$ cat config.mk
export PLATFORM = sky130hd
export DESIGN_NAME = segx_div
export DESIGN_NICKNAME = d
export VERILOG_FILES = /design/src/sv/segx_div.sv
export SDC_FILE = /design/constraint.sdc
export NUM_CORES = 2
export LEC_CHECK = 0
export ABC_AREA = 0
export BUFFER_PORTS_ARGS = -buffer_cell sky130_fd_sc_hd__clkbuf_2
export CAP_MARGIN = 40
export CORE_ASPECT_RATIO = 2
export CORE_MARGIN = 1.5
export CORE_UTILIZATION = 25
export DETAILED_ROUTE_END_ITERATION = 8
export GPL_TIMING_DRIVEN = 0
export SYNTH_ARGS = -nofsm -noshare
export SYNTH_HDL_FRONTEND = slang
export SYNTH_SLANG_ARGS = --single-unit
export TNS_END_PERCENT = 50
$ cat constraint.sdc
create_clock -name clock -period 4.2 [get_ports clock]
set_input_delay 0.84 -clock clock [delete_from_list [all_inputs] [get_ports clock]]
set_output_delay 0.84 -clock clock [all_outputs]
set_load 0.05 [all_outputs]
$ cat src/sv/segx_div.sv
// ----------------------------------------------------------------------------
// Segment intersection divider
// Restoring divider pipeline, one quotient bit per register stage.
// ----------------------------------------------------------------------------
module segx_div #(
   parameter int NW = 35,
   parameter int F  = 16,
   localparam int RW = NW + 1,
   localparam int QW = F + 1
) (
   input  logic          clock,
   input  logic          en,
   input  logic [NW-1:0] num,
   input  logic [NW-1:0] den,
   output logic [QW-1:0] quo,
   output logic          ovf
);

   logic [RW-1:0] rem_ff [QW];
   logic [NW-1:0] dv_ff  [QW];
   logic [QW-1:0] q_ff   [QW];
   logic          ovf_ff [QW];

   // First stage: flag a quotient of two or more, then take the integer bit.
   logic [RW-1:0] rem0;
   logic          ge0;

   always_comb begin
      rem0 = RW'(num);
      ge0  = rem0 >= RW'(den);
   end

   always_ff @(posedge clock) begin
      if (en) begin
         ovf_ff[0] <= rem0 >= {den, 1'b0};
         rem_ff[0] <= ge0 ? rem0 - RW'(den) : rem0;
         q_ff[0]   <= QW'(ge0);
         dv_ff[0]  <= den;
      end
   end

   // Later stages: one fraction bit each.
   for (genvar k = 1; k < QW; k++) begin : g_step
      logic [RW-1:0] sh;
      logic          ge;

      always_comb begin
         sh = {rem_ff[k-1][RW-2:0], 1'b0};
         ge = sh >= RW'(dv_ff[k-1]);
      end

      always_ff @(posedge clock) begin
         if (en) begin
            rem_ff[k] <= ge ? sh - RW'(dv_ff[k-1]) : sh;
            q_ff[k]   <= {q_ff[k-1][QW-2:0], ge};
            dv_ff[k]  <= dv_ff[k-1];
            ovf_ff[k] <= ovf_ff[k-1];
         end
      end
   end

   assign quo = q_ff[QW-1];
   assign ovf = ovf_ff[QW-1];

endmodule

==> out/results.txt <==
status - finished clean
CP startpoint - dv_ff[0][230]
post-layout util - 28.9%
Netlist Area Pre-Place - 0.0791 mm^2
Placed Cells - 11.6k
placed inst area - 0.0855 mm^2
Fillers - 32.6k
Relative slew margins - 32.3%
Layout area overhead - 15.0%
post-synthesis async set-or-reset flop share - 0%
Fin Setup TNS - 0 ns
gr usage total - 12.7%
root buffer cell - clkbuf_16
crit share post-route - 99.3%
clock transition at the registers of the reported paths - 0.06 ns
core area - 0.314 mm^2
PortBufs - 89
Clock Path Buffers - 3
final WL - 209 mm
Switching Fraction - 40.1%
setup slack after layout - 0.0281 ns
Final GP Congestion - 0.950
Req. time, crit path - 4.72 ns
Startpoint Class - flop
CTS Buf Count - 146
peak fanout along the critical path - 9
CTS Sinks - 1290
initial antenna violation count - 1
antenna viol nets, final - 0
total grt overflow - 0
critical path endpoint category - flop
final net count - 8390
Multi-input gate area - 0.0366 mm^2
die outline width - 401 um
Cell Int Power - 41.2 mW
# setup viols final - 0
Residual DRC - 0
Max-cap violations - 0
sw power - 27.5 mW
Ys Warns - 0
CP Class - flop to flop
Seq/Total Area, Yosys - 49.0%
combinational power share - 50.9%
Die Footprint - 0.320 mm^2
Reg area - 0.0387 mm^2
number of vias per cell - 4.66
number of global-route vias before repair - 59.0k
leak pwr - 36.8 nW
Cell Count, Final, Fillers Out - 11.9k
Worst-Margin Slew - 1.00 ns
DRT iter0 DRCs - 2158
number of enable-type register cells in the synthesized netlist - 1290
fin area - 0.0909 mm^2
part of the power in the clock network - 18.2%
Post-Syn Nets - 8071
commonest cells after routing, fill and taps aside - 1290 x edfxtp_1, 735 x inv_1, 625 x ha_1
Netlist cell types - 92
fin. max-slew vios - 0
type of the tightest min-delay check - primary input to flop
layout cells sized above 1 - 10.5%
die extent in y - 798 um
FF-to-FF Start - dv_ff[0][230]
Rows - 291
overall power - 68.7 mW
DPL Wire Length - 167 mm
TritonRoute pass-1 iters - 6
Hold Startpoint - den[31]
Worst VDD drop - 471 uV
drt wl/cell - 17.6 um
CTS tree - done
Clock Latency Late Sink - 0.82 ns
H-tree depth - 4
pre-CTS WS - -2.57 ns
pin count of the biggest net entering global routing - 101
Post-Syn Instances - 7355
CP Data Arrival Time - 4.69 ns
FF+latch count, synth - 1290
clk_skew - 0.0454 ns
sequential share of power - 30.8%
fmax - 240 MHz
Initial Util - 25.2%
via count - 55.5k
most common cell after layout, fill and taps aside - edfxtp_1
RSZ-0062 raised after global routing - yes
clock period minus worst slack - 4.17 ns
Main synth FF type - edfxtp_1
pwr/cell area - 755 mW/mm^2
Final Hold Fails - 0
synthesized area per cell - 10.7 um^2
Fin Hold WS - 0.221 ns
final antenna diode count - 0
num ports - 90
first-pass GRT wire length - 318 mm
==> synth_stat cells, types with 12 or more instances <==
cell,n,area [um^2]
nor3_1,67,335
and3_1,67,419
xnor2_1,273,2390
or3_1,19,119
buf_4,17,128
edfxtp_1,1290,38700
o21a_1,68,510
o22ai_1,12,75.1
a21o_1,332,2490
nor2b_1,60,375
ha_1,628,7860
a21boi_0,18,135
o21bai_1,87,653
o211ai_1,51,383
fa_1,16,320
nand2_1,524,1970
a211oi_1,70,526
a211o_1,19,166
nor4_1,26,163
clkbuf_1,212,796
xor2_1,201,1760
o21ai_0,478,2390
buf_2,28,140
a221oi_1,17,149
a31oi_1,73,457
nand4_1,136,851
and4_1,27,236
o31ai_1,46,345
a21oi_1,632,3160
inv_1,735,2760
nor2_1,361,1360
or2_2,25,156
mux2_4,47,706
mux2i_1,12,120
and2_1,36,225
nand3_1,131,656
mux2_2,221,2490
nand2b_1,59,369
==> timing repair <==
action                     CTS  global route
cloned                      10             1
hold buffers                 0             0
pin swaps                   10             8
resized for setup           47            51
buffers inserted            10             2
setup endpoints to repair  913           315
==> power by group through the flow <==
stage	Clock (mW)	Combinational [mW]	Sequential, mW
floorplan	0	25.1	20.7
global placement	0	33.8	22.1
detailed placement	0	34.4	21.4
CTS	12.8	34.9	21.2
global route	13.3	38.4	21.6
finish	12.5	35.0	21.2
==> metal layers <==
| metal | vias to the layer above | routed length [um] | global-route usage (%) |
|---|---|---|---|
| met3 | 661 | 4660 | 1.40 |
| li1 | 27600 | - | - |
| met2 | 1073 | 125000 | 28.0 |
| met5 | - | 0 | 0 |
| met4 | 0 | 18200 | 10.2 |
| met1 | 26100 | 61600 | 9.25 |
==> cells by family (layout without fill, tap and decap cells) <==
group	count (synthesis)	count (layout)	share of synthesized area, %
XOR/XNOR	474	474	5.25
adder cells (fa/ha/maj)	644	644	10.3
multiplexers	286	286	4.28
buffers and inverters	1006	1438	4.98
flip-flops	1290	1290	49.0
AND/OR/NAND/NOR	1576	1576	9.52
AO/OA/AOI/OAI	2079	2079	16.6
==> area by class of cell <==
class | count | share of cell area, %
Buffer | 264 | 1.37
Clock buffer | 174 | 4.16
Clock inverter | 87 | 1.01
Inverter | 735 | 3.03
Multi-Input combinational cell | 5059 | 40.3
Sequential cell | 1290 | 42.6
Tap cell | 4102 | 5.65
Timing Repair Buffer | 178 | 1.91
==> worst paths after layout <==
kind | endpoint | cells past startpoint | slack [ns]
worst max-delay path | rem_ff[0][283] | 15 | 0.03
worst max register to register | rem_ff[0][283] | 15 | 0.03
worst min-delay path | dv_ff[0][31] | 1 | 0.22
worst min register to register | q_ff[0][224] | 0 | 0.41
==> sequential cells by signal (all words and copies together) (netlist names) <==
| register | cells |
|---|---|
| rem_ff | 560 |
| ovf_ff | 17 |
| q_ff | 153 |
| dv_ff | 560 |
==> critical path, stage by stage (launching register included) <==
cell	delay, ns
edfxtp_1	0.38
inv_1	0.05
ha_1	0.26
clkbuf_1	0.32
nand4_1	0.25
nor2_2	0.32
nand4_1	0.45
or4_4	0.66
a31oi_1	0.22
a211oi_1	0.10
clkbuf_1	0.16
buf_6	0.16
clkbuf_2	0.18
buf_8	0.17
nand2_1	0.08
o41ai_1	0.10
Note: power is estimated with default switching activity, not from simulation.
