$ cat config.mk
export PLATFORM = sky130hd
export DESIGN_NAME = segx_back
export DESIGN_NICKNAME = d
export VERILOG_FILES = /design/src/sv/segx_pkg.sv /design/src/sv/segx_back.sv
export SDC_FILE = /design/constraint.sdc
export NUM_CORES = 1
export LEC_CHECK = 0
export BUFFER_PORTS_ARGS = -buffer_cell sky130_fd_sc_hd__buf_2
export CAP_MARGIN = 20
export CORE_ASPECT_RATIO = 0.9
export CORE_UTILIZATION = 36
export DETAILED_ROUTE_END_ITERATION = 8
export SYNTH_ARGS = -nofsm -noshare
export SYNTH_HDL_FRONTEND = slang
export SYNTH_SLANG_ARGS = --single-unit
export TNS_END_PERCENT = 20
$ cat constraint.sdc
create_clock -name clock -period 21.5 [get_ports clock]
set_input_delay 4.3 -clock clock [delete_from_list [all_inputs] [get_ports clock]]
set_output_delay 4.3 -clock clock [all_outputs]
set_load 0.01 [all_outputs]
$ cat src/sv/segx_pkg.sv
// ----------------------------------------------------------------------------
// Segment intersection package
// Stage counts and the flag group shared by the pipeline modules.
// ----------------------------------------------------------------------------
package segx_pkg;

   // Register stages ahead of and behind the divider pipelines.
   localparam int FRONT_STAGES = 4;
   localparam int BACK_STAGES  = 2;

   // Sign and degeneracy flags carried along with each item.
   typedef struct packed {
      logic neg_a;
      logic neg_b;
      logic den_zero;
   } segx_flags_type;

endpackage

$ cat src/sv/segx_back.sv
// ----------------------------------------------------------------------------
// Segment intersection back end
// Range test of both parameters, offset multiply and crossing point.
// ----------------------------------------------------------------------------
module segx_back #(
   parameter int CW = 16,
   parameter int F  = 16,
   localparam int D  = CW + 1,
   localparam int QW = F + 1,
   localparam int MW = QW + D
) (
   input  logic                     clock,
   input  logic                     en,
   input  logic [QW-1:0]            qa,
   input  logic                     ovfa,
   input  logic [QW-1:0]            qb,
   input  logic                     ovfb,
   input  segx_pkg::segx_flags_type flags,
   input  logic signed [CW-1:0]     base_x,
   input  logic signed [CW-1:0]     base_y,
   input  logic signed [D-1:0]      dir_x,
   input  logic signed [D-1:0]      dir_y,
   output logic                     hit,
   output logic signed [CW-1:0]     cross_x,
   output logic signed [CW-1:0]     cross_y
);

   localparam logic [QW-1:0] Q_ONE = {1'b1, {F{1'b0}}};

   // Stage 1: both parameters in [0,1], and the scaled offsets along A.
   logic          pass_in;
   logic [D-1:0]  mag_x, mag_y;
   logic          pass_ff, sx_ff, sy_ff;
   logic [MW-1:0] prod_x_ff, prod_y_ff;
   logic signed [CW-1:0] bx_ff, by_ff;

   always_comb begin
      pass_in = !flags.den_zero && !ovfa && !ovfb && (qa <= Q_ONE) && (qb <= Q_ONE)
                && (!flags.neg_a || qa == '0) && (!flags.neg_b || qb == '0);
      mag_x   = dir_x[D-1] ? D'(-dir_x) : D'(dir_x);
      mag_y   = dir_y[D-1] ? D'(-dir_y) : D'(dir_y);
   end

   always_ff @(posedge clock) begin
      if (en) begin
         pass_ff   <= pass_in;
         prod_x_ff <= MW'(qa) * MW'(mag_x);
         prod_y_ff <= MW'(qa) * MW'(mag_y);
         sx_ff     <= dir_x[D-1];
         sy_ff     <= dir_y[D-1];
         bx_ff     <= base_x;
         by_ff     <= base_y;
      end
   end

   // Stage 2: signed offset added to the start of A, zero without a hit.
   logic [D:0] off_x, off_y, sum_x, sum_y;
   logic       hit_ff;
   logic signed [CW-1:0] cx_ff, cy_ff;

   always_comb begin
      off_x = {1'b0, prod_x_ff[F +: D]};
      off_y = {1'b0, prod_y_ff[F +: D]};
      sum_x = (D+1)'(bx_ff) + (sx_ff ? -off_x : off_x);
      sum_y = (D+1)'(by_ff) + (sy_ff ? -off_y : off_y);
   end

   always_ff @(posedge clock) begin
      if (en) begin
         hit_ff <= pass_ff;
         cx_ff  <= pass_ff ? sum_x[CW-1:0] : '0;
         cy_ff  <= pass_ff ? sum_y[CW-1:0] : '0;
      end
   end

   assign hit     = hit_ff;
   assign cross_x = cx_ff;
   assign cross_y = cy_ff;

endmodule

==> reports/results.ini <==
[min_path]
min_from=bx_ff[0]
min_path_type=register to register
min_delay_path_depth=2
hold_end=cross_x[0]

[grt]
antenna_found_initial=4
grt_pass1_wl_um=94200
grt_max_degree=75
track_usage_pct=17.9
first_global_vias=18400
overflow=0

[cts]
ctsResizeCount=0
clkSinkCount=100
clockBufferDepth=2
hold_buffers=0
clk_pin_slew_ns=0.07
clk-insertion-delay-late_ns=0.36
cts_tree=yes
postCtsSetupRepairBufs=0
cts_buffers=9
cts-root-buf=clkbuf_16
cts-htree-levels=3

[sta]
skew_ns=0.0122
min_period_over_period_pct=57.1
tightest_slew_ns=1.03
fin_crit_ns=12.27
fin_tns_setup_ns=0
slew-limit-headroom_pct=31.3
max_freq_ghz=0.0815
rsz0062_at_grt=false
hold_violations=0
hold_ws_ns=0.657
setup_viol=0
slew_violations=0

[critical_path]
slowest_stage=xnor2_2
cpPeakStageDelay_ns=0.82
crit_type=input port to register
r2r-end=cross_y[15]
start_kind=input port
worstSetupEndpointType=register
crit_arrival_ns=12.37
r2r_slack_ns=17.61
r2r_cells=13
cp-startpoint=dir_x[0]
cp_max_fo=18
crit_buf_inv=7
critPathTopFamily=adder cells
r2r-start=prod_y_ff[18]
required_ns=21.61

[logic_synthesis]
ys_seq_area_share_pct=12.9
async_flop_share_pct=0
synthDominantCellAreaShare_pct=38.1
avgSynthCellArea_um2=9.20
ys_types=57
synth_top_cell_by_area=fa_1
synthTopCellsByArea=fa_1 (38%), edfxtp_1 (13%), ha_1 (12%)
ys.flop_type=edfxtp_1
synth_edf_count=100
synth_warnings=0
syn_nets=3308
syn-cell-area_mm2=0.0233
synth-seq-cells=100
synth_cells=2533

[die]
dieArea_mm2=0.0658
rows=88
ios=140
start_util_pct=36.4
core_mm2=0.0641
die_w_um=270
die_height_um=243

[route]
drt_pass1_iterations=5
wire_per_inst_um=16.4
ant_nets=0
routed_wirelength_um=57000
viasPerCell=4.87
drc_errors=0
vias=16900
drt_iter0_markers=812

[final_layout]
layout_commonest_cell=inv_1
area_delta_synth_final_pct=8.45
fillers=6423
nNetsFinal=3380
drive_gt1_share_pct=7.93
layout_common_cells=inv_1 (570), fa_1 (444), nand2_1 (406), and2_1 (243), ha_1 (224)

[placement]
place_congestion=0.863
io_buffers=139
place_hpwl_um=44700

[flow_run]
maxCapViolCount=0

[run_status]
status=finished clean

-- routing by layer --
metal / share of wire (%) / GRT usage, %
met2: 50 / 31.0
met5: 0.060 / 0
met4: 1.7 / 4.04
met3: 5.0 / 3.12
met1: 43 / 23.2
-- cells in the mapped netlist, types with 15 or more instances --
| library cell | count |
|---|---|
| fa_1 | 444 |
| ha_1 | 224 |
| nand2_1 | 406 |
| nor3_1 | 16 |
| xnor2_1 | 107 |
| o21ai_0 | 38 |
| and2_1 | 243 |
| a21oi_1 | 44 |
| xor2_1 | 15 |
| nor2_1 | 38 |
| a21o_1 | 22 |
| inv_1 | 570 |
| clkbuf_1 | 105 |
| edfxtp_1 | 100 |
| o31ai_1 | 15 |
-- how the worst max path moves through the flow --
stage / slack [ns] / depth (start not counted) / to
floorplan: 9.91 / 23 / prod_x_ff[31]
global placement: 9.09 / 30 / prod_x_ff[31]
detailed placement: 8.88 / 30 / prod_x_ff[31]
CTS: 9.28 / 30 / prod_x_ff[31]
global route: 8.74 / 30 / prod_x_ff[31]
finish: 9.23 / 30 / prod_x_ff[31]
-- registers in the layout, indices dropped and copies added (netlist names) --
name and flops:
bx_ff 16, by_ff 16, cross_x 16, cross_y 16, hit 1, pass_ff 1, prod_x_ff 16, prod_y_ff 16
sx_ff 1, sy_ff 1
-- final cells by class --
type | instances | area (um2) | area share (%)
Inverter | 570 | 2140 | 8.46
Timing Repair Buffer | 169 | 923 | 3.65
Sequential cell | 100 | 3000 | 11.9
Multi-Input combinational cell | 1755 | 17900 | 70.6
Antenna cell | 1 | 2.50 | 0.00990
Tap cell | 855 | 1070 | 4.23
Clock buffer | 10 | 229 | 0.906
Clock inverter | 6 | 65.1 | 0.257
-- logic make-up (layout without fill, tap and decap cells) --
family	Yosys count	after routing	synth area share, %
AO/OA/AOI/OAI	173	173	4.83
AND/OR/NAND/NOR	789	789	16.5
flip-flops	100	100	12.9
adder cells (fa/ha/maj)	670	670	50.2
other	0	1	0
buffers and inverters	678	755	10.9
XOR/XNOR	123	123	4.65
-- worst register-to-register path, stage by stage (launching register included) --
cell      delay (ns)
edfxtp_1        0.42
or3_1           0.41
or3b_2          0.52
o31ai_1         0.27
xnor2_1         0.16
ha_1            0.28
and3_1          0.20
nand3_1         0.09
o21ai_0         0.08
a41o_1          0.23
o41ai_1         0.45
o21ai_0         0.21
xnor2_1         0.16
and2_1          0.16
-- stage by stage --
step	area, um2	std cells	utilization (%)	setup slack [ns]
2_1_floorplan	23300	2533	-	9.91
3_3_place_gp	25000	3449	39.0	9.09
3_5_place_dp	25000	3449	39.0	8.88
4_1_cts	25300	3465	39.5	9.28
5_1_grt	25300	3466	39.5	8.74
6_report	25300	3466	39.5	9.23
Power is left out: the tool's default activity adds up to more than one toggle a clock period on the data nets, which glitch-free logic cannot reach.
